===== src/hdl/wsfd_pkg.sv =====
// ----------------------------------------------------------------------------
// wsfd_pkg
// Shared types, codes and sizes of the WebSocket frame decoder.
// ----------------------------------------------------------------------------
package wsfd_pkg;

  // Input command codes.
  localparam logic CMD_DATA    = 1'b0;
  localparam logic CMD_RESTART = 1'b1;

  // Result status codes.
  localparam logic [1:0] ST_NEED_MORE = 2'd0;
  localparam logic [1:0] ST_COMPLETE  = 2'd1;
  localparam logic [1:0] ST_ERROR     = 2'd2;

  // Error kinds.
  localparam logic [2:0] ERR_NONE       = 3'd0;
  localparam logic [2:0] ERR_MASKED     = 3'd1;
  localparam logic [2:0] ERR_RESERVED   = 3'd2;
  localparam logic [2:0] ERR_FRAGMENTED = 3'd3;
  localparam logic [2:0] ERR_BAD_OPCODE = 3'd4;
  localparam logic [2:0] ERR_CTRL_LONG  = 3'd5;
  localparam logic [2:0] ERR_TOO_LARGE  = 3'd6;

  // Frame opcodes.
  localparam logic [3:0] OP_CONTINUATION = 4'h0;
  localparam logic [3:0] OP_TEXT         = 4'h1;
  localparam logic [3:0] OP_BINARY       = 4'h2;
  localparam logic [3:0] OP_CLOSE        = 4'h8;
  localparam logic [3:0] OP_PING         = 4'h9;
  localparam logic [3:0] OP_PONG         = 4'hA;

  // Header bit fields.
  localparam logic [7:0] HDR_RSV_MASK = 8'h70;
  localparam logic [7:0] HDR_OP_MASK  = 8'h0F;
  localparam logic [7:0] HDR_TOP_BIT  = 8'h80;
  localparam logic [7:0] HDR_LEN_MASK = 8'h7F;
  localparam logic [6:0] LEN7_EXT16   = 7'd126;
  localparam logic [6:0] LEN7_EXT64   = 7'd127;

  // Configuration register indexes and reset values.
  localparam logic CFG_IDX_CAPACITY = 1'b0;
  localparam logic CFG_IDX_CTRL_LEN = 1'b1;
  localparam logic [15:0] CAPACITY_RESET = 16'hFFFF;
  localparam logic [6:0]  CTRL_LEN_RESET = 7'd125;

  // Queue between the front and the back.
  localparam int QUEUE_DEPTH = 2;
  localparam int QPTR_W      = $clog2(QUEUE_DEPTH);
  localparam int QCNT_W      = $clog2(QUEUE_DEPTH + 1);

  // Decoder phase, one-hot.
  typedef enum logic [2:0] {
    PH_HEADER  = 3'b001,
    PH_EXTLEN  = 3'b010,
    PH_PAYLOAD = 3'b100
  } wsfd_phase_t;

  // One classified byte as it travels from the front to the back.
  typedef struct packed {
    logic       command;
    logic [7:0] data;
    logic [3:0] op;
    logic       rsv_set;
    logic       fin_clear;
    logic       op_zero;
    logic       op_unknown;
    logic       op_control;
    logic       mask_set;
    logic [6:0] len7;
    logic       len_ext16;
    logic       len_ext64;
  } wsfd_class_t;

  // Configuration as seen by the back.
  typedef struct packed {
    logic [15:0] buffer_capacity;
    logic [6:0]  max_control_len;
  } wsfd_cfg_t;

  // One result item.
  typedef struct packed {
    logic        byte_taken;
    logic [1:0]  status;
    logic [2:0]  error_kind;
    logic [3:0]  frame_opcode;
    logic [15:0] frame_length;
    logic        payload_valid;
    logic [7:0]  payload_byte;
    logic [15:0] payload_offset;
  } wsfd_result_t;

endpackage


===== src/hdl/wsfd_in_if.sv =====
// ----------------------------------------------------------------------------
// wsfd_in_if
// Input channel of the decoder: one command and one stream byte per beat.
// ----------------------------------------------------------------------------
interface wsfd_in_if;
  logic       valid;
  logic       ready;
  logic       command;
  logic [7:0] data_byte;

  modport source (output valid, command, data_byte, input ready);
  modport sink   (input valid, command, data_byte, output ready);
endinterface


===== src/hdl/wsfd_out_if.sv =====
// ----------------------------------------------------------------------------
// wsfd_out_if
// Result channel of the decoder: one result per beat.
// ----------------------------------------------------------------------------
interface wsfd_out_if;
  logic        valid;
  logic        ready;
  logic        byte_taken;
  logic [1:0]  status;
  logic [2:0]  error_kind;
  logic [3:0]  frame_opcode;
  logic [15:0] frame_length;
  logic        payload_valid;
  logic [7:0]  payload_byte;
  logic [15:0] payload_offset;

  modport source (output valid, byte_taken, status, error_kind, frame_opcode,
                  frame_length, payload_valid, payload_byte, payload_offset,
                  input ready);
  modport sink   (input valid, byte_taken, status, error_kind, frame_opcode,
                  frame_length, payload_valid, payload_byte, payload_offset,
                  output ready);
endinterface


===== src/hdl/wsfd_front.sv =====
// ----------------------------------------------------------------------------
// wsfd_front
// Accepts input beats and classifies each byte as a header candidate.
// ----------------------------------------------------------------------------
module wsfd_front (
  input  logic                 clk,
  input  logic                 rst,
  wsfd_in_if.sink              stream,
  output logic                 push_valid,
  input  logic                 push_ready,
  output wsfd_pkg::wsfd_class_t push_item
);
  import wsfd_pkg::*;

  logic        full;
  wsfd_class_t item;
  wsfd_class_t cls;
  logic [3:0]  op;

  assign stream.ready = !full || push_ready;
  assign push_valid   = full;
  assign push_item    = item;
  assign op           = stream.data_byte[3:0] & HDR_OP_MASK[3:0];

  // The byte is judged both as a first and as a second header byte; the back
  // picks whichever view fits its phase.
  always_comb begin
    cls            = '0;
    cls.command    = stream.command;
    cls.data       = stream.data_byte;
    cls.op         = op;
    cls.rsv_set    = (stream.data_byte & HDR_RSV_MASK) != 8'h00;
    cls.fin_clear  = (stream.data_byte & HDR_TOP_BIT) == 8'h00;
    cls.op_control = (op == OP_CLOSE) || (op == OP_PING) || (op == OP_PONG);
    cls.op_zero    = op == OP_CONTINUATION;
    cls.op_unknown = !((op == OP_TEXT) || (op == OP_BINARY) || cls.op_control
                       || cls.op_zero);
    cls.mask_set   = (stream.data_byte & HDR_TOP_BIT) != 8'h00;
    cls.len7       = stream.data_byte[6:0] & HDR_LEN_MASK[6:0];
    cls.len_ext16  = cls.len7 == LEN7_EXT16;
    cls.len_ext64  = cls.len7 == LEN7_EXT64;
  end

  always_ff @(posedge clk) begin
    if (rst) begin
      full <= 1'b0;
    end else if (stream.valid && stream.ready) begin
      full <= 1'b1;
    end else if (push_ready) begin
      full <= 1'b0;
    end
  end

  always_ff @(posedge clk) begin
    if (stream.valid && stream.ready) begin
      item <= cls;
    end
  end

endmodule


===== src/hdl/wsfd_queue.sv =====
// ----------------------------------------------------------------------------
// wsfd_queue
// Short first-in first-out queue of classified bytes.
// ----------------------------------------------------------------------------
module wsfd_queue (
  input  logic                  clk,
  input  logic                  rst,
  input  logic                  push_valid,
  output logic                  push_ready,
  input  wsfd_pkg::wsfd_class_t push_item,
  output logic                  pop_valid,
  input  logic                  pop_ready,
  output wsfd_pkg::wsfd_class_t pop_item
);
  import wsfd_pkg::*;

  wsfd_class_t        slots [QUEUE_DEPTH];
  logic [QPTR_W-1:0]  wr_ptr;
  logic [QPTR_W-1:0]  rd_ptr;
  logic [QCNT_W-1:0]  count;
  logic               do_push;
  logic               do_pop;

  assign push_ready = count != QCNT_W'(QUEUE_DEPTH);
  assign pop_valid  = count != '0;
  assign pop_item   = slots[rd_ptr];
  assign do_push    = push_valid && push_ready;
  assign do_pop     = pop_valid && pop_ready;

  always_ff @(posedge clk) begin
    if (rst) begin
      wr_ptr <= '0;
      rd_ptr <= '0;
      count  <= '0;
    end else begin
      if (do_push) begin
        wr_ptr <= (wr_ptr == QPTR_W'(QUEUE_DEPTH - 1)) ? '0 : wr_ptr + 1'b1;
      end
      if (do_pop) begin
        rd_ptr <= (rd_ptr == QPTR_W'(QUEUE_DEPTH - 1)) ? '0 : rd_ptr + 1'b1;
      end
      if (do_push && !do_pop) begin
        count <= count + 1'b1;
      end else if (do_pop && !do_push) begin
        count <= count - 1'b1;
      end
    end
  end

  always_ff @(posedge clk) begin
    if (do_push) begin
      slots[wr_ptr] <= push_item;
    end
  end

endmodule


===== src/hdl/wsfd_back.sv =====
// ----------------------------------------------------------------------------
// wsfd_back
// Frame state machine: walks header, extended length and payload, and holds
// the result register of the output channel.
// ----------------------------------------------------------------------------
module wsfd_back (
  input  logic                  clk,
  input  logic                  rst,
  input  wsfd_pkg::wsfd_cfg_t   cfg,
  input  logic                  pop_valid,
  output logic                  pop_ready,
  input  wsfd_pkg::wsfd_class_t pop_item,
  wsfd_out_if.source            result
);
  import wsfd_pkg::*;

  wsfd_phase_t  phase, phase_next, eff_phase;
  logic         header_count, header_count_next, eff_header_count;
  logic         ext_count, ext_count_next, eff_ext_count;
  logic [7:0]   ext_high_byte, ext_high_byte_next;
  logic [15:0]  expected_length, expected_length_next, eff_expected_length;
  logic [15:0]  fill_count, fill_count_next, eff_fill_count, fill_inc;
  logic [3:0]   current_opcode, current_opcode_next;
  logic         frame_done, frame_done_next;
  logic [2:0]   sticky_error, sticky_error_next;
  // Flags of the first header byte, kept for the checks on the second.
  logic [3:0]   hdr_op, hdr_op_next;
  logic         hdr_rsv, hdr_rsv_next;
  logic         hdr_fin_clear, hdr_fin_clear_next;
  logic         hdr_op_zero, hdr_op_zero_next;
  logic         hdr_op_unknown, hdr_op_unknown_next;
  logic         hdr_control, hdr_control_next;

  logic         out_full;
  wsfd_result_t out_reg;
  wsfd_result_t res;
  logic         pop;
  logic [1:0]   st;
  logic         do_accept;
  logic [15:0]  acc_len;
  logic         acc_over;

  assign pop_ready = !out_full || result.ready;
  assign pop       = pop_valid && pop_ready;

  // A completed frame leaves its counters until the next data byte arrives.
  assign eff_phase           = frame_done ? PH_HEADER : phase;
  assign eff_header_count    = frame_done ? 1'b0 : header_count;
  assign eff_ext_count       = frame_done ? 1'b0 : ext_count;
  assign eff_expected_length = frame_done ? 16'd0 : expected_length;
  assign eff_fill_count      = frame_done ? 16'd0 : fill_count;
  assign fill_inc            = eff_fill_count + 16'd1;

  assign acc_len  = (eff_phase == PH_EXTLEN) ? {ext_high_byte, pop_item.data}
                                             : {9'd0, pop_item.len7};
  assign acc_over = acc_len > cfg.buffer_capacity;

  always_comb begin
    phase_next           = phase;
    header_count_next    = header_count;
    ext_count_next       = ext_count;
    ext_high_byte_next   = ext_high_byte;
    expected_length_next = expected_length;
    fill_count_next      = fill_count;
    current_opcode_next  = current_opcode;
    frame_done_next      = frame_done;
    sticky_error_next    = sticky_error;
    hdr_op_next          = hdr_op;
    hdr_rsv_next         = hdr_rsv;
    hdr_fin_clear_next   = hdr_fin_clear;
    hdr_op_zero_next     = hdr_op_zero;
    hdr_op_unknown_next  = hdr_op_unknown;
    hdr_control_next     = hdr_control;
    res                  = '0;
    st                   = ST_NEED_MORE;
    do_accept            = 1'b0;

    if (pop_item.command == CMD_RESTART) begin
      phase_next           = PH_HEADER;
      header_count_next    = 1'b0;
      ext_count_next       = 1'b0;
      ext_high_byte_next   = 8'd0;
      expected_length_next = 16'd0;
      fill_count_next      = 16'd0;
      current_opcode_next  = OP_CONTINUATION;
      frame_done_next      = 1'b0;
      sticky_error_next    = ERR_NONE;
      hdr_op_next          = OP_CONTINUATION;
      hdr_rsv_next         = 1'b0;
      hdr_fin_clear_next   = 1'b0;
      hdr_op_zero_next     = 1'b0;
      hdr_op_unknown_next  = 1'b0;
      hdr_control_next     = 1'b0;
    end else if (sticky_error != ERR_NONE) begin
      st = ST_ERROR;
    end else begin
      phase_next           = eff_phase;
      header_count_next    = eff_header_count;
      ext_count_next       = eff_ext_count;
      expected_length_next = eff_expected_length;
      fill_count_next      = eff_fill_count;
      frame_done_next      = 1'b0;
      res.byte_taken       = 1'b1;
      unique case (eff_phase)
        PH_EXTLEN: begin
          if (!eff_ext_count) begin
            ext_high_byte_next = pop_item.data;
            ext_count_next     = 1'b1;
          end else begin
            ext_count_next = 1'b0;
            do_accept      = 1'b1;
          end
        end
        PH_PAYLOAD: begin
          res.payload_valid  = 1'b1;
          res.payload_byte   = pop_item.data;
          res.payload_offset = eff_fill_count;
          fill_count_next    = fill_inc;
          if (fill_inc == eff_expected_length) begin
            frame_done_next = 1'b1;
            st              = ST_COMPLETE;
          end
        end
        default: begin
          if (!eff_header_count) begin
            hdr_op_next         = pop_item.op;
            hdr_rsv_next        = pop_item.rsv_set;
            hdr_fin_clear_next  = pop_item.fin_clear;
            hdr_op_zero_next    = pop_item.op_zero;
            hdr_op_unknown_next = pop_item.op_unknown;
            hdr_control_next    = pop_item.op_control;
            header_count_next   = 1'b1;
          end else begin
            header_count_next = 1'b0;
            if (hdr_rsv) begin
              sticky_error_next = ERR_RESERVED;
              st                = ST_ERROR;
            end else if (hdr_op_zero) begin
              sticky_error_next = ERR_FRAGMENTED;
              st                = ST_ERROR;
            end else if (hdr_op_unknown) begin
              sticky_error_next = ERR_BAD_OPCODE;
              st                = ST_ERROR;
            end else if (hdr_fin_clear) begin
              sticky_error_next = ERR_FRAGMENTED;
              st                = ST_ERROR;
            end else if (pop_item.mask_set) begin
              sticky_error_next = ERR_MASKED;
              st                = ST_ERROR;
            end else begin
              current_opcode_next = hdr_op;
              if (hdr_control && (pop_item.len7 > cfg.max_control_len)) begin
                sticky_error_next = ERR_CTRL_LONG;
                st                = ST_ERROR;
              end else if (pop_item.len_ext64) begin
                sticky_error_next = ERR_TOO_LARGE;
                st                = ST_ERROR;
              end else if (pop_item.len_ext16) begin
                phase_next = PH_EXTLEN;
              end else begin
                do_accept = 1'b1;
              end
            end
          end
        end
      endcase

      // Final length of a header: check against capacity, then end an empty frame or start payload.
      if (do_accept) begin
        expected_length_next = acc_len;
        if (acc_over) begin
          sticky_error_next = ERR_TOO_LARGE;
          st                = ST_ERROR;
        end else if (acc_len == 16'd0) begin
          frame_done_next = 1'b1;
          st              = ST_COMPLETE;
        end else begin
          phase_next = PH_PAYLOAD;
        end
      end
    end

    if (pop_item.command != CMD_RESTART) begin
      res.status       = st;
      res.frame_opcode = current_opcode_next;
      res.error_kind   = (st == ST_ERROR) ? sticky_error_next : ERR_NONE;
      res.frame_length = (st == ST_COMPLETE) ? expected_length_next : 16'd0;
    end
  end

  always_ff @(posedge clk) begin
    if (rst) begin
      phase           <= PH_HEADER;
      header_count    <= 1'b0;
      ext_count       <= 1'b0;
      ext_high_byte   <= 8'd0;
      expected_length <= 16'd0;
      fill_count      <= 16'd0;
      current_opcode  <= OP_CONTINUATION;
      frame_done      <= 1'b0;
      sticky_error    <= ERR_NONE;
      hdr_op          <= OP_CONTINUATION;
      hdr_rsv         <= 1'b0;
      hdr_fin_clear   <= 1'b0;
      hdr_op_zero     <= 1'b0;
      hdr_op_unknown  <= 1'b0;
      hdr_control     <= 1'b0;
      out_full        <= 1'b0;
    end else begin
      if (pop) begin
        phase           <= phase_next;
        header_count    <= header_count_next;
        ext_count       <= ext_count_next;
        ext_high_byte   <= ext_high_byte_next;
        expected_length <= expected_length_next;
        fill_count      <= fill_count_next;
        current_opcode  <= current_opcode_next;
        frame_done      <= frame_done_next;
        sticky_error    <= sticky_error_next;
        hdr_op          <= hdr_op_next;
        hdr_rsv         <= hdr_rsv_next;
        hdr_fin_clear   <= hdr_fin_clear_next;
        hdr_op_zero     <= hdr_op_zero_next;
        hdr_op_unknown  <= hdr_op_unknown_next;
        hdr_control     <= hdr_control_next;
        out_full        <= 1'b1;
      end else if (result.ready) begin
        out_full <= 1'b0;
      end
    end
  end

  always_ff @(posedge clk) begin
    if (pop) begin
      out_reg <= res;
    end
  end

  assign result.valid          = out_full;
  assign result.byte_taken     = out_reg.byte_taken;
  assign result.status         = out_reg.status;
  assign result.error_kind     = out_reg.error_kind;
  assign result.frame_opcode   = out_reg.frame_opcode;
  assign result.frame_length   = out_reg.frame_length;
  assign result.payload_valid  = out_reg.payload_valid;
  assign result.payload_byte   = out_reg.payload_byte;
  assign result.payload_offset = out_reg.payload_offset;

endmodule


===== src/hdl/websocket_frame_decoder_top.sv =====
// ----------------------------------------------------------------------------
// websocket_frame_decoder_top
// Byte-stream decoder for unmasked server-to-client WebSocket frames.
// ----------------------------------------------------------------------------
// Each input beat carries one received byte (or a restart command) and yields
// exactly one result beat. The decoder parses the two header bytes and an
// optional 16-bit extended length, then passes every payload byte straight
// out with its offset in the frame; the result that carries the last payload
// byte (or the last length byte, for an empty frame) reports the frame as
// complete with its opcode and length. Header errors are checked in a fixed
// order and stick: until a restart beat arrives, every data beat is answered
// with byte_taken low and the held error kind. The block sustains one byte
// per clock while neither side stalls; each beat passes through the input
// register, the two-entry queue and the result register, and the turn of the
// frame state machine in the back end is what sets the rate.
// Either side may stall independently: the queue and the result register
// absorb back pressure. The two configuration registers, buffer capacity at
// byte address 0 and control-frame length limit at byte address 4, sit on an
// APB-style port and must only be written while no beat is in flight.
// ----------------------------------------------------------------------------
module websocket_frame_decoder_top (
  input  logic        clk,
  input  logic        rst,
  wsfd_in_if.sink     stream,
  wsfd_out_if.source  result,
  input  logic        psel,
  input  logic        penable,
  input  logic        pwrite,
  input  logic [2:0]  paddr,
  input  logic [31:0] pwdata,
  output logic [31:0] prdata,
  output logic        pready
);
  import wsfd_pkg::*;

  wsfd_cfg_t   cfg;
  logic        cfg_write;
  logic        q_push_valid;
  logic        q_push_ready;
  wsfd_class_t q_push_item;
  logic        q_pop_valid;
  logic        q_pop_ready;
  wsfd_class_t q_pop_item;

  // Configuration port. Writes complete in the access phase; pready is tied
  // high, so there are no wait states.
  assign pready    = 1'b1;
  assign cfg_write = psel && penable && pwrite && pready;

  always_ff @(posedge clk) begin
    if (rst) begin
      cfg.buffer_capacity <= CAPACITY_RESET;
      cfg.max_control_len <= CTRL_LEN_RESET;
    end else if (cfg_write) begin
      unique case (paddr[2])
        CFG_IDX_CAPACITY: cfg.buffer_capacity <= pwdata[15:0];
        CFG_IDX_CTRL_LEN: cfg.max_control_len <= pwdata[6:0];
        default: ;
      endcase
    end
  end

  always_comb begin
    unique case (paddr[2])
      CFG_IDX_CAPACITY: prdata = {16'd0, cfg.buffer_capacity};
      CFG_IDX_CTRL_LEN: prdata = {25'd0, cfg.max_control_len};
      default:          prdata = 32'd0;
    endcase
  end

  // Front end: takes each beat and classifies the byte.
  wsfd_front u_front (
    .clk        (clk),
    .rst        (rst),
    .stream     (stream),
    .push_valid (q_push_valid),
    .push_ready (q_push_ready),
    .push_item  (q_push_item)
  );

  // Queue that lets the front keep accepting while the result side stalls.
  wsfd_queue u_queue (
    .clk        (clk),
    .rst        (rst),
    .push_valid (q_push_valid),
    .push_ready (q_push_ready),
    .push_item  (q_push_item),
    .pop_valid  (q_pop_valid),
    .pop_ready  (q_pop_ready),
    .pop_item   (q_pop_item)
  );

  // Back end: frame state machine and result register.
  wsfd_back u_back (
    .clk       (clk),
    .rst       (rst),
    .cfg       (cfg),
    .pop_valid (q_pop_valid),
    .pop_ready (q_pop_ready),
    .pop_item  (q_pop_item),
    .result    (result)
  );

endmodule


===== src/flat_wrapper.sv =====
// flat-port wrapper written by rule: the top's interface ports become plain ports
module websocket_frame_decoder_top_flat import wsfd_pkg::*;
  (clk, rst, psel, penable, pwrite, paddr, pwdata, prdata, pready, stream_valid, stream_command, stream_data_byte, stream_ready, result_valid, result_byte_taken, result_status, result_error_kind, result_frame_opcode, result_frame_length, result_payload_valid, result_payload_byte, result_payload_offset, result_ready);
  wsfd_in_if stream_i ();
  wsfd_out_if result_i ();
  input  logic clk;
  input  logic rst;
  input  logic psel;
  input  logic penable;
  input  logic pwrite;
  input  logic [2:0] paddr;
  input  logic [31:0] pwdata;
  output logic [31:0] prdata;
  output logic pready;
  input wire logic [$bits(stream_i.valid)-1:0] stream_valid;
  input wire logic [$bits(stream_i.command)-1:0] stream_command;
  input wire logic [$bits(stream_i.data_byte)-1:0] stream_data_byte;
  output wire logic [$bits(stream_i.ready)-1:0] stream_ready;
  output wire logic [$bits(result_i.valid)-1:0] result_valid;
  output wire logic [$bits(result_i.byte_taken)-1:0] result_byte_taken;
  output wire logic [$bits(result_i.status)-1:0] result_status;
  output wire logic [$bits(result_i.error_kind)-1:0] result_error_kind;
  output wire logic [$bits(result_i.frame_opcode)-1:0] result_frame_opcode;
  output wire logic [$bits(result_i.frame_length)-1:0] result_frame_length;
  output wire logic [$bits(result_i.payload_valid)-1:0] result_payload_valid;
  output wire logic [$bits(result_i.payload_byte)-1:0] result_payload_byte;
  output wire logic [$bits(result_i.payload_offset)-1:0] result_payload_offset;
  input wire logic [$bits(result_i.ready)-1:0] result_ready;
  assign stream_i.valid = stream_valid;
  assign stream_i.command = stream_command;
  assign stream_i.data_byte = stream_data_byte;
  assign stream_ready = stream_i.ready;
  assign result_valid = result_i.valid;
  assign result_byte_taken = result_i.byte_taken;
  assign result_status = result_i.status;
  assign result_error_kind = result_i.error_kind;
  assign result_frame_opcode = result_i.frame_opcode;
  assign result_frame_length = result_i.frame_length;
  assign result_payload_valid = result_i.payload_valid;
  assign result_payload_byte = result_i.payload_byte;
  assign result_payload_offset = result_i.payload_offset;
  assign result_i.ready = result_ready;
  websocket_frame_decoder_top u_core (.clk(clk), .rst(rst), .stream(stream_i), .result(result_i), .psel(psel), .penable(penable), .pwrite(pwrite), .paddr(paddr), .pwdata(pwdata), .prdata(prdata), .pready(pready));
endmodule

===== config.mk =====
export PLATFORM = sky130hd
export DESIGN_NAME = websocket_frame_decoder_top_flat
export DESIGN_NICKNAME = d
export VERILOG_FILES = /design/src/hdl/wsfd_pkg.sv /design/src/hdl/wsfd_in_if.sv /design/src/hdl/wsfd_out_if.sv /design/src/hdl/wsfd_front.sv /design/src/hdl/wsfd_queue.sv /design/src/hdl/wsfd_back.sv /design/src/hdl/websocket_frame_decoder_top.sv /design/src/flat_wrapper.sv
export SDC_FILE = /design/constraint.sdc
export NUM_CORES = 1
export LEC_CHECK = 0
export ABC_AREA = 1
export BUFFER_PORTS_ARGS = -buffer_cell sky130_fd_sc_hd__buf_4
export CORE_MARGIN = 1
export CORE_UTILIZATION = 39
export DETAILED_ROUTE_END_ITERATION = 8
export GPL_TIMING_DRIVEN = 0
export SLEW_MARGIN = 25
export SYNTH_ARGS = -nofsm -noshare
export SYNTH_HDL_FRONTEND = slang
export SYNTH_SLANG_ARGS = --single-unit

===== constraint.sdc =====
create_clock -name clk -period 8.6 [get_ports clk]
set_clock_uncertainty 0.2 [all_clocks]
set_input_delay 0.43 -clock clk [delete_from_list [all_inputs] [get_ports clk]]
set_output_delay 0.43 -clock clk [all_outputs]
set_load 0.005 [all_outputs]

Yosys cells after proc, flatten, opt, wreduce, memory -nomap -nowiden. Memory sizes are Yosys's and may differ from the RTL's. A register that Yosys moved wholly into a read port is not among the register bits. Cells that the tools add are included.

RAM bits: 56. Output and inout bits: 86. Memories kept: 1. Logic and storage cells: 246. Latch bits: 0. Input bits: 51. Bits in read-only memories: 0. Bits in registers: 170.

Memories: u_core.u_queue.slots (depth 2, bits a word 28, rd ports 1, clocked after Yosys merged registers in 1, wr ports 1, line wsfd_queue.sv:17) `wsfd_class_t slots [QUEUE_DEPTH];`.

Shift operators: 0. Divide/modulo/power cells: 0. Muxes and demuxes: 135. Equal/unequal tests: 17. Order comparisons: 2. $mul: 0. $add $sub $neg: 5. Bitwise gates (word level): 4. Reduce and logical (&&, ||, !) cells: 40.

Operators with widths (number): $mux W16 (9); $mux W3 (29); $pmux W32 S2 (1); $mux W1 (61); $mux W4 (13); $mux W8 (4); $mux W2 (15); $mux W25 (1); $add A16 B1 Y16 const B (1); $eq A16 B16 Y1 (1); $gt A16 B16 Y1 (1); $logic_not A16 Y1 (1); $eq A7 B7 Y1 const B (2); $eq A4 B4 Y1 const B (3); $reduce_bool A2 Y1 (5); $logic_and A1 B1 Y1 (8); $logic_not A8 Y1 (1); $ne A2 B2 Y1 const B (4); $reduce_and A4 Y1 (2); $reduce_bool A8 Y1 (1); $reduce_or A2 Y1 (4); $gt A7 B7 Y1 (1); $logic_or A1 B1 Y1 (7); $reduce_and A2 Y1 (3); other kinds (17) (25).

Depth between registers and ports, before layout. Gate-level depths: netlist (run 1).

Depth in word-level cells: 18. Gate-level depth with buffers: 22. Mapped depth without buffers: 20.

Cells and area by module. A second synthesis (run 1) with hierarchy kept.

Cells, all modules: 1269. Area, all modules: 10901.7 um2.

Modules (own cells, without submodules): wsfd_back (cells an instance 922, area an instance 6678.9 um2, times used 1, sequential area each 2792.7 um2); wsfd_queue (cells an instance 124, area an instance 2362.3 um2, times used 1, sequential area each 1781.7 um2); websocket_frame_decoder_top (cells an instance 168, area an instance 1164.9 um2, times used 1, sequential area each 460.4 um2); wsfd_front (cells an instance 55, area an instance 695.7 um2, times used 1, sequential area each 500.5 um2).

Least setup slack after synthesis (run 1). No wires, ideal clock.

Kind: register to register. Start point: reg with a tool-made name. End point: reg u_core.u_back.out_reg, in the netlist u_core.u_back.result.frame_length[8] (data pin). Data required time: 8.144 ns. Arrival: 2.584 ns. Buffers on the path: 3. Cell stages (with the launch flop): 20. Path slack: 5.561 ns. Clock period less this slack: 3.039 ns. Library setup time: 0.256 ns. Path through: dfxtp_1 -> buf_4 -> inv_2 -> buf_6 -> or2_2 -> o21ai_0 -> inv_1 -> ha_1 -> a21oi_1 -> o21a_1 -> nand2_1 -> nand3_1 -> nand3_1 -> nand2_2 -> inv_2 -> buf_4 -> nor2_1 -> nor3_2 -> a21oi_1 -> nor2_2.

RTL lines: to (signal assigned) (line wsfd_back.sv:235) `out_reg <= res;`; to (decl) (line wsfd_back.sv:35) `wsfd_result_t out_reg;`.

==> flow_metrics.env, run 1 <==
export IMPL_drc=0
export IMPL_power_static_leakage_uw=0.00500
export IMPL_synthXorXnorAreaFrac_pct=0.0915
export IMPL_synth_top_cell_area_share_pct=31.0
export IMPL_cp_end_kind="flop"
export IMPL_worst_path_largest_cell_delay_ns=0.84
export IMPL_dp_hpwl_mm=19.8
export IMPL_start_util_pct=40.3
export IMPL_synth_seq_area_share_pct=50.3
export IMPL_pwr_density_cell_nw_per_um2=259
export IMPL_grt_max_degree=41
export IMPL_grt_setup_unrepaired="no"
export IMPL_critPathRequiredTime_ns=8.60
export IMPL_initial_antenna_violation_count=0
export IMPL_setup_viol=0
export IMPL_p_sw_uw=1090
export IMPL_drtPass1Iterations=6
export IMPL_crit_path_cell_trace="buf_4, o21ai_0, inv_1, ha_1, nand2_1, o21ai_0, nand2_1, nand2_1, nand3_1, nand3_1, nand2_2, buf_2, o21ai_0, nor2_1, a21oi_1, nor2_2"
export IMPL_synth_top_family_by_area="simple AND/OR/NAND/NOR gates"
export IMPL_synthSimpleGateAreaFrac_pct=24.6
export IMPL_sw_frac_of_total_pct=36.4
export IMPL_path_class="reg2reg"
export IMPL_synth_top_cells_by_count="nand2_1, nor2_1, inv_1, a21oi_1, edfxtp_1"
export IMPL_htreeDepth=4
export IMPL_post_synth_fa_ha_maj_area_fraction_pct=3.40
export IMPL_ff_latch_area_um2=4810
export IMPL_final_layout_size_suffix_gt1_share_pct=16.7
export IMPL_share_of_total_power_in_the_clock_network_pct=25.1
export IMPL_worst_slew_pin_slew_ns=1.07
export IMPL_p_int_uw=1900
export IMPL_power_frac_seq_pct=42.1
export IMPL_clock_sink_count=191
export IMPL_period_minus_slack_ns=4.03
export IMPL_fp_dieH_um=159
export IMPL_critPathLaunchType="flop"
export IMPL_post_synth_main_area_contributors="edfxtp_1, dfxtp_1, nand2_1"
export IMPL_yosysWarnings=0
export IMPL_dr_total_vias=8352
export IMPL_drt_iter0_drc=692
export IMPL_synth_mux_area_share_pct=0.105
export IMPL_io_pin_count=137
export IMPL_vdd_ir_drop_max_mv=0.162
export IMPL_maxCapViolCount=0
export IMPL_avg_wl_per_cell_um=15.8
export IMPL_critPathArrivalTime_ns=4.03
export IMPL_worst_hold_path_type="in2reg"
export IMPL_status="finished clean"
export IMPL_design_core_area_um2=23800
export IMPL_cts_repair_resized=0
export IMPL_die_footprint_um2=25200
export IMPL_synth_top_flop_cell="edfxtp_1"
export IMPL_crit_slowest_cell="o21ai_0"
export IMPL_post_synth_top_count_cell="nand2_1"
export IMPL_final_hold_violation_count=0
export IMPL_synthesis_instances=1184
export IMPL_clkLatencyLatePin_ns=0.44
export IMPL_numCtsBuffers=17
export IMPL_finalCritPeriodShare_pct=46.9
export IMPL_synth_lib_cells_used_distinct=45
export IMPL_synth_seq_cells=191
export IMPL_number_of_global_route_vias_before_repair=7934
export IMPL_synth_area_leader_cell="edfxtp_1"
export IMPL_grt_pass1_wl_mm=41.5
export IMPL_cts_hold_repair_buffers=15
export IMPL_diodes=0
export IMPL_synth_compound_gate_area_share_pct=12.4
export IMPL_vias_per_instance=5.01
export IMPL_holdWs_ns=0.00859
export IMPL_fp_row_count=56
export IMPL_die_x_um=159
export IMPL_final_fill_count=2326
export IMPL_finish_net_count=1412
export IMPL_finalSetupTns_ns=0
export IMPL_grt_util_all_layers_pct=21.9
export IMPL_antenna_left=0
export IMPL_port_buffers=100
export IMPL_synth_async_sr_flop_share_pct=0
export IMPL_clk_path_buf_depth=2
export IMPL_post_cts_setup_buffers=0
export IMPL_cts_clk_slew_worst_paths_ns=0.07
export IMPL_clk_root_buffer_cell="clkbuf_16"
export IMPL_synth_edf_count=99
export IMPL_setup_reg_to_reg_worst_slack_ns=4.57
export IMPL_multi_input_comb_area_um2=3960
export IMPL_tritoncts="built"
export IMPL_timing_fmax_mhz=248
export IMPL_synth_area_um2=9580
export IMPL_timing_slew_headroom_pct=28.0
export IMPL_overflow=0
export IMPL_routabilityCongestion=0.905
export IMPL_mean_instance_size_in_the_synthesized_netlist_um2=8.09
export IMPL_routed_wirelength_mm=26.4
export IMPL_timing_max_transition_violations_final=0
export IMPL_final_core_util_pct=48.5
export IMPL_area_added_between_synthesis_and_finish_pct=20.2
export IMPL_p_comb_share_pct=32.8
export IMPL_crit_fanout=10
layout by cell type, fill, tap and decap left out, types with 5 or more instances in the layout:
| cell | count |
|---|---|
| a211oi_1 | 5 |
| a21oi_1 | 118 |
| a31oi_1 | 8 |
| buf_2 | 6 |
| buf_4 | 122 |
| clkbuf_1 | 26 |
| clkbuf_16 | 17 |
| conb_1 | 17 |
| dfxtp_1 | 92 |
| dlygate4sd3_1 | 15 |
| edfxtp_1 | 99 |
| ha_1 | 26 |
| inv_1 | 125 |
| inv_2 | 13 |
| inv_6 | 5 |
| nand2_1 | 258 |
| nand2_2 | 6 |
| nand3_1 | 63 |
| nand4_1 | 12 |
| nor2_1 | 144 |
| nor2_2 | 23 |
| nor3_2 | 5 |
| o21ai_0 | 73 |
| o21ai_1 | 5 |
| or3_1 | 5 |
cell type report:
class | instances | share of cell area [%]
plain buffers | 61 | 3.07
clock buffers | 18 | 3.73
inverters | 138 | 4.50
flip-flops and latches | 191 | 41.8
clock inverters | 14 | 0.924
multi-input cells | 809 | 34.4
repair buffers | 117 | 8.13
well taps | 319 | 3.47
routing by layer:
layer / vias to the layer above / routed length (um) / track usage (%)
li1: 4187 / - / -
met1: 3859 / 11000 / 26.6
met2: 274 / 13400 / 39.3
met3: 32 / 1560 / 4.03
met4: 0 / 457 / 6.46
met5: - / 0 / 0
state kept, by name, summed over array words and instances, names as in the netlist, 16 cells and up, named ones only:
signal and flops:
u_core.u_back.result.frame_length 16, u_core.cfg 23, u_core.u_queue.slots 32, u_core.u_back.expected_length 16, u_core.u_back.result.payload_offset 16, u_core.u_front.push_item 16, u_core.u_back.fill_count 16
power by group through the flow:
| stage | clock network, uW | logic [uW] | registers (uW) |
|---|---|---|---|
| 2_1_floorplan | 0 | 536 | 1280 |
| 3_3_place_gp | 0 | 953 | 1290 |
| 3_5_place_dp | 0 | 972 | 1280 |
| 4_1_cts | 761 | 983 | 1260 |
| 5_1_grt | 796 | 1080 | 1280 |
| 6_report | 750 | 978 | 1260 |
kinds of logic after synthesis:
kind of cell / after synthesis
AOI/OAI and AO/OA: 225
xor gates and xnor gates: 1
buffers and inverters: 199
and+or+nand+nor: 539
adders and majority gates: 26
other: 2
DFF: 191
muxes: 1
final timing paths:
check / start / to / cells after the start
setup / recovery: flop / u_core.u_back.result.frame_length[14] / 16
hold / removal: pwdata[13] / u_core.cfg[20] / 3
setup reg to reg: flop / u_core.u_back.result.frame_length[14] / 16
hold reg to reg: u_core.u_front.push_item[27] / u_core.u_queue.slots[0][27] / 0
critical path, delay by kind of cell, from the launching register on:
family / cells / cell delay [ns]
DFF: 1 / 0.30
and+or+nand+nor: 8 / 0.91
buffers and inverters: 3 / 0.54
adders and majority gates: 1 / 0.38
AOI/OAI and AO/OA: 4 / 1.44
stage by stage:
step                setup WS (ns)  cells  power [uW]  area, um2
finish                       4.57   1667        2980      11500
global route                 4.41   1667        3160      11500
CTS                          4.64   1667        3000      11500
detailed placement           4.65   1620        2250      10800
global placement             4.38   1618        2240      10800
floorplan                    5.56   1199        1820       9630
(Power assumes the default switching activity.)
==> run 2, diff against run 1 <==
==> constraint.sdc (replaced) <==
create_clock -name clk -period 3.5 [get_ports clk]
set_clock_uncertainty 0.2 [all_clocks]
set_input_delay 0.175 -clock clk [delete_from_list [all_inputs] [get_ports clk]]
set_output_delay 0.175 -clock clk [all_outputs]
set_load 0.005 [all_outputs]
==> flow_metrics.env, run 2 (synthesis results as in run 1) <==
export IMPL_largest_reg_flops=32
export IMPL_finish_net_count=1432
export IMPL_timing_fmax_mhz=299
export IMPL_clock_sink_count=191
export IMPL_die_x_um=159
export IMPL_dp_hpwl_mm=19.8
export IMPL_timing_slew_headroom_pct=43.4
export IMPL_port_buffers=100
export IMPL_vdd_ir_drop_max_mv=0.401
export IMPL_final_cell_mix="nand2_1, nor2_1, buf_4, inv_1, a21oi_1"
export IMPL_htreeDepth=4
export IMPL_worst_slew_pin_slew_ns=0.847
export IMPL_dr_total_vias=8411
export IMPL_crit_path_cell_trace="buf_6, inv_2, buf_6, or2_2, o21ai_4, inv_2, ha_1, a21oi_1, o21a_1, nand2_1, nand3_4, nand3_2, nand2_4, inv_2, buf_4, nor2_1, nor2_1, a21oi_1, nor2_1"
export IMPL_clk_path_buf_depth=2
export IMPL_placedCellCount=1620
export IMPL_layout_cell_area_non_filler_um2=11800
export IMPL_placedInstanceArea_um2=10800
export IMPL_clkLatencyLatePin_ns=0.45
export IMPL_antenna_left=0
export IMPL_design_core_area_um2=23800
export IMPL_maxCapViolCount=0
export IMPL_drc=0
export IMPL_path_class="reg2reg"
export IMPL_finalCritPeriodShare_pct=95.6
export IMPL_fp_dieH_um=159
export IMPL_post_layout_nonfiller_instances=1687
export IMPL_crit_fanout=10
export IMPL_critPathLaunchType="flop"
export IMPL_routabilityCongestion=0.905
export IMPL_final_layout_size_suffix_gt1_share_pct=18.1
export IMPL_timing_max_transition_violations_final=0
export IMPL_fp_row_count=56
export IMPL_period_minus_slack_ns=3.35
export IMPL_final_fill_count=2283
export IMPL_worst_r2r_path_depth=19
export IMPL_largest_registers="u_core.u_queue.slots: 32 flops, u_core.cfg: 23 flops"
export IMPL_register_ranked_first_by_flip_flop_count="u_core.u_queue.slots"
export IMPL_crit_slowest_cell="dfxtp_1"
export IMPL_tritoncts="built"
export IMPL_worst_path_largest_cell_delay_ns=0.33
export IMPL_drtPass1Iterations=5
export IMPL_cp_end_kind="flop"
export IMPL_routed_wirelength_mm=26.6
export IMPL_area_added_between_synthesis_and_finish_pct=23.5
export IMPL_final_hold_violation_count=0
export IMPL_cts_clk_slew_worst_paths_ns=0.07
export IMPL_vias_per_instance=4.99
export IMPL_worst_hold_path_type="in2reg"
export IMPL_critPathRequiredTime_ns=3.49
export IMPL_min_path_cells=5
export IMPL_grt_util_all_layers_pct=22.0
export IMPL_drt_iter0_drc=669
export IMPL_initial_antenna_violation_count=0
export IMPL_setup_viol=0
export IMPL_die_footprint_um2=25200
export IMPL_status="finished clean"
export IMPL_overflow=0
export IMPL_critPathArrivalTime_ns=3.34
export IMPL_grt_max_degree=41
export IMPL_numCtsBuffers=17
export IMPL_diodes=0
export IMPL_io_pin_count=137
export IMPL_avg_wl_per_cell_um=15.8
export IMPL_pwr_density_cell_nw_per_um2=630
export IMPL_layout_commonest_cell="nand2_1"
export IMPL_grt_pass1_wl_mm=41.6
export IMPL_finalSetupTns_ns=0
export IMPL_holdWs_ns=0.0467
export IMPL_start_util_pct=40.3
export IMPL_clk_root_buffer_cell="clkbuf_16"
export IMPL_power_static_leakage_uw=0.00510
export IMPL_number_of_global_route_vias_before_repair=7988
==> run 2: final timing paths <==
| path | slack [ns] | endpoint | start |
|---|---|---|---|
| setup / recovery | 0.15 | u_core.u_back.result.frame_length[15] | flop |
| hold / removal | 0.05 | u_core.cfg[1] | pwrite |
| setup reg to reg | 0.15 | u_core.u_back.result.frame_length[15] | flop |
| hold reg to reg | 0.24 | u_core.u_queue.slots[0][27] | u_core.u_front.push_item[27] |
==> run 2: through the flow <==
stage                     utilization, %  setup WS (ns)  total power (uW)
after floorplan                        -          0.461              4460
after global placement              45.4         -0.642              5510
after detailed placement            45.6         -0.448              5520
after CTS                           49.4        0.00934              7440
after global routing                49.8       -0.00124              7870
final                               49.8          0.153              7450
==> run 2: area by class of cell <==
type	instances	area, um2	area share [%]
repair buffers	137	1130	9.52
well taps	319	399	3.38
clock inverters	14	106	0.899
clock buffers	18	429	3.63
plain buffers	61	363	3.07
inverters	138	518	4.38
multi-input cells	809	4070	34.4
flip-flops and latches	191	4810	40.7
==> run 2: critical path, delay by kind of cell, from the launching register on <==
kind / cells / cell delay [ns]
compound gates: 4 / 0.53
fa+ha+maj: 1 / 0.31
flops: 1 / 0.33
simple gates: 8 / 1.00
buf+inv: 6 / 0.69
==> run 2: timing repair <==
item	4_1_cts	5_1_grt
buffers inserted	0	4
gates resized for setup	22	19
pin swaps	1	4
cloned	0	0
setup endpoints to repair	42	26
hold buffers	31	0
hold endpoints to repair	46	0
==> run 2: routing by layer <==
layer	routed length (um)	global-route usage, %	up-vias
met5	0	0	-
met4	562	6.55	0
met3	1480	4.03	40
met2	13400	39.3	249
met1	11200	26.7	3884
li1	-	-	4238
==> run 2: where the power goes <==
group          switching (uW)  internal, uW
Combinational            1620           884
Sequential                185          2910
Clock                     926           926
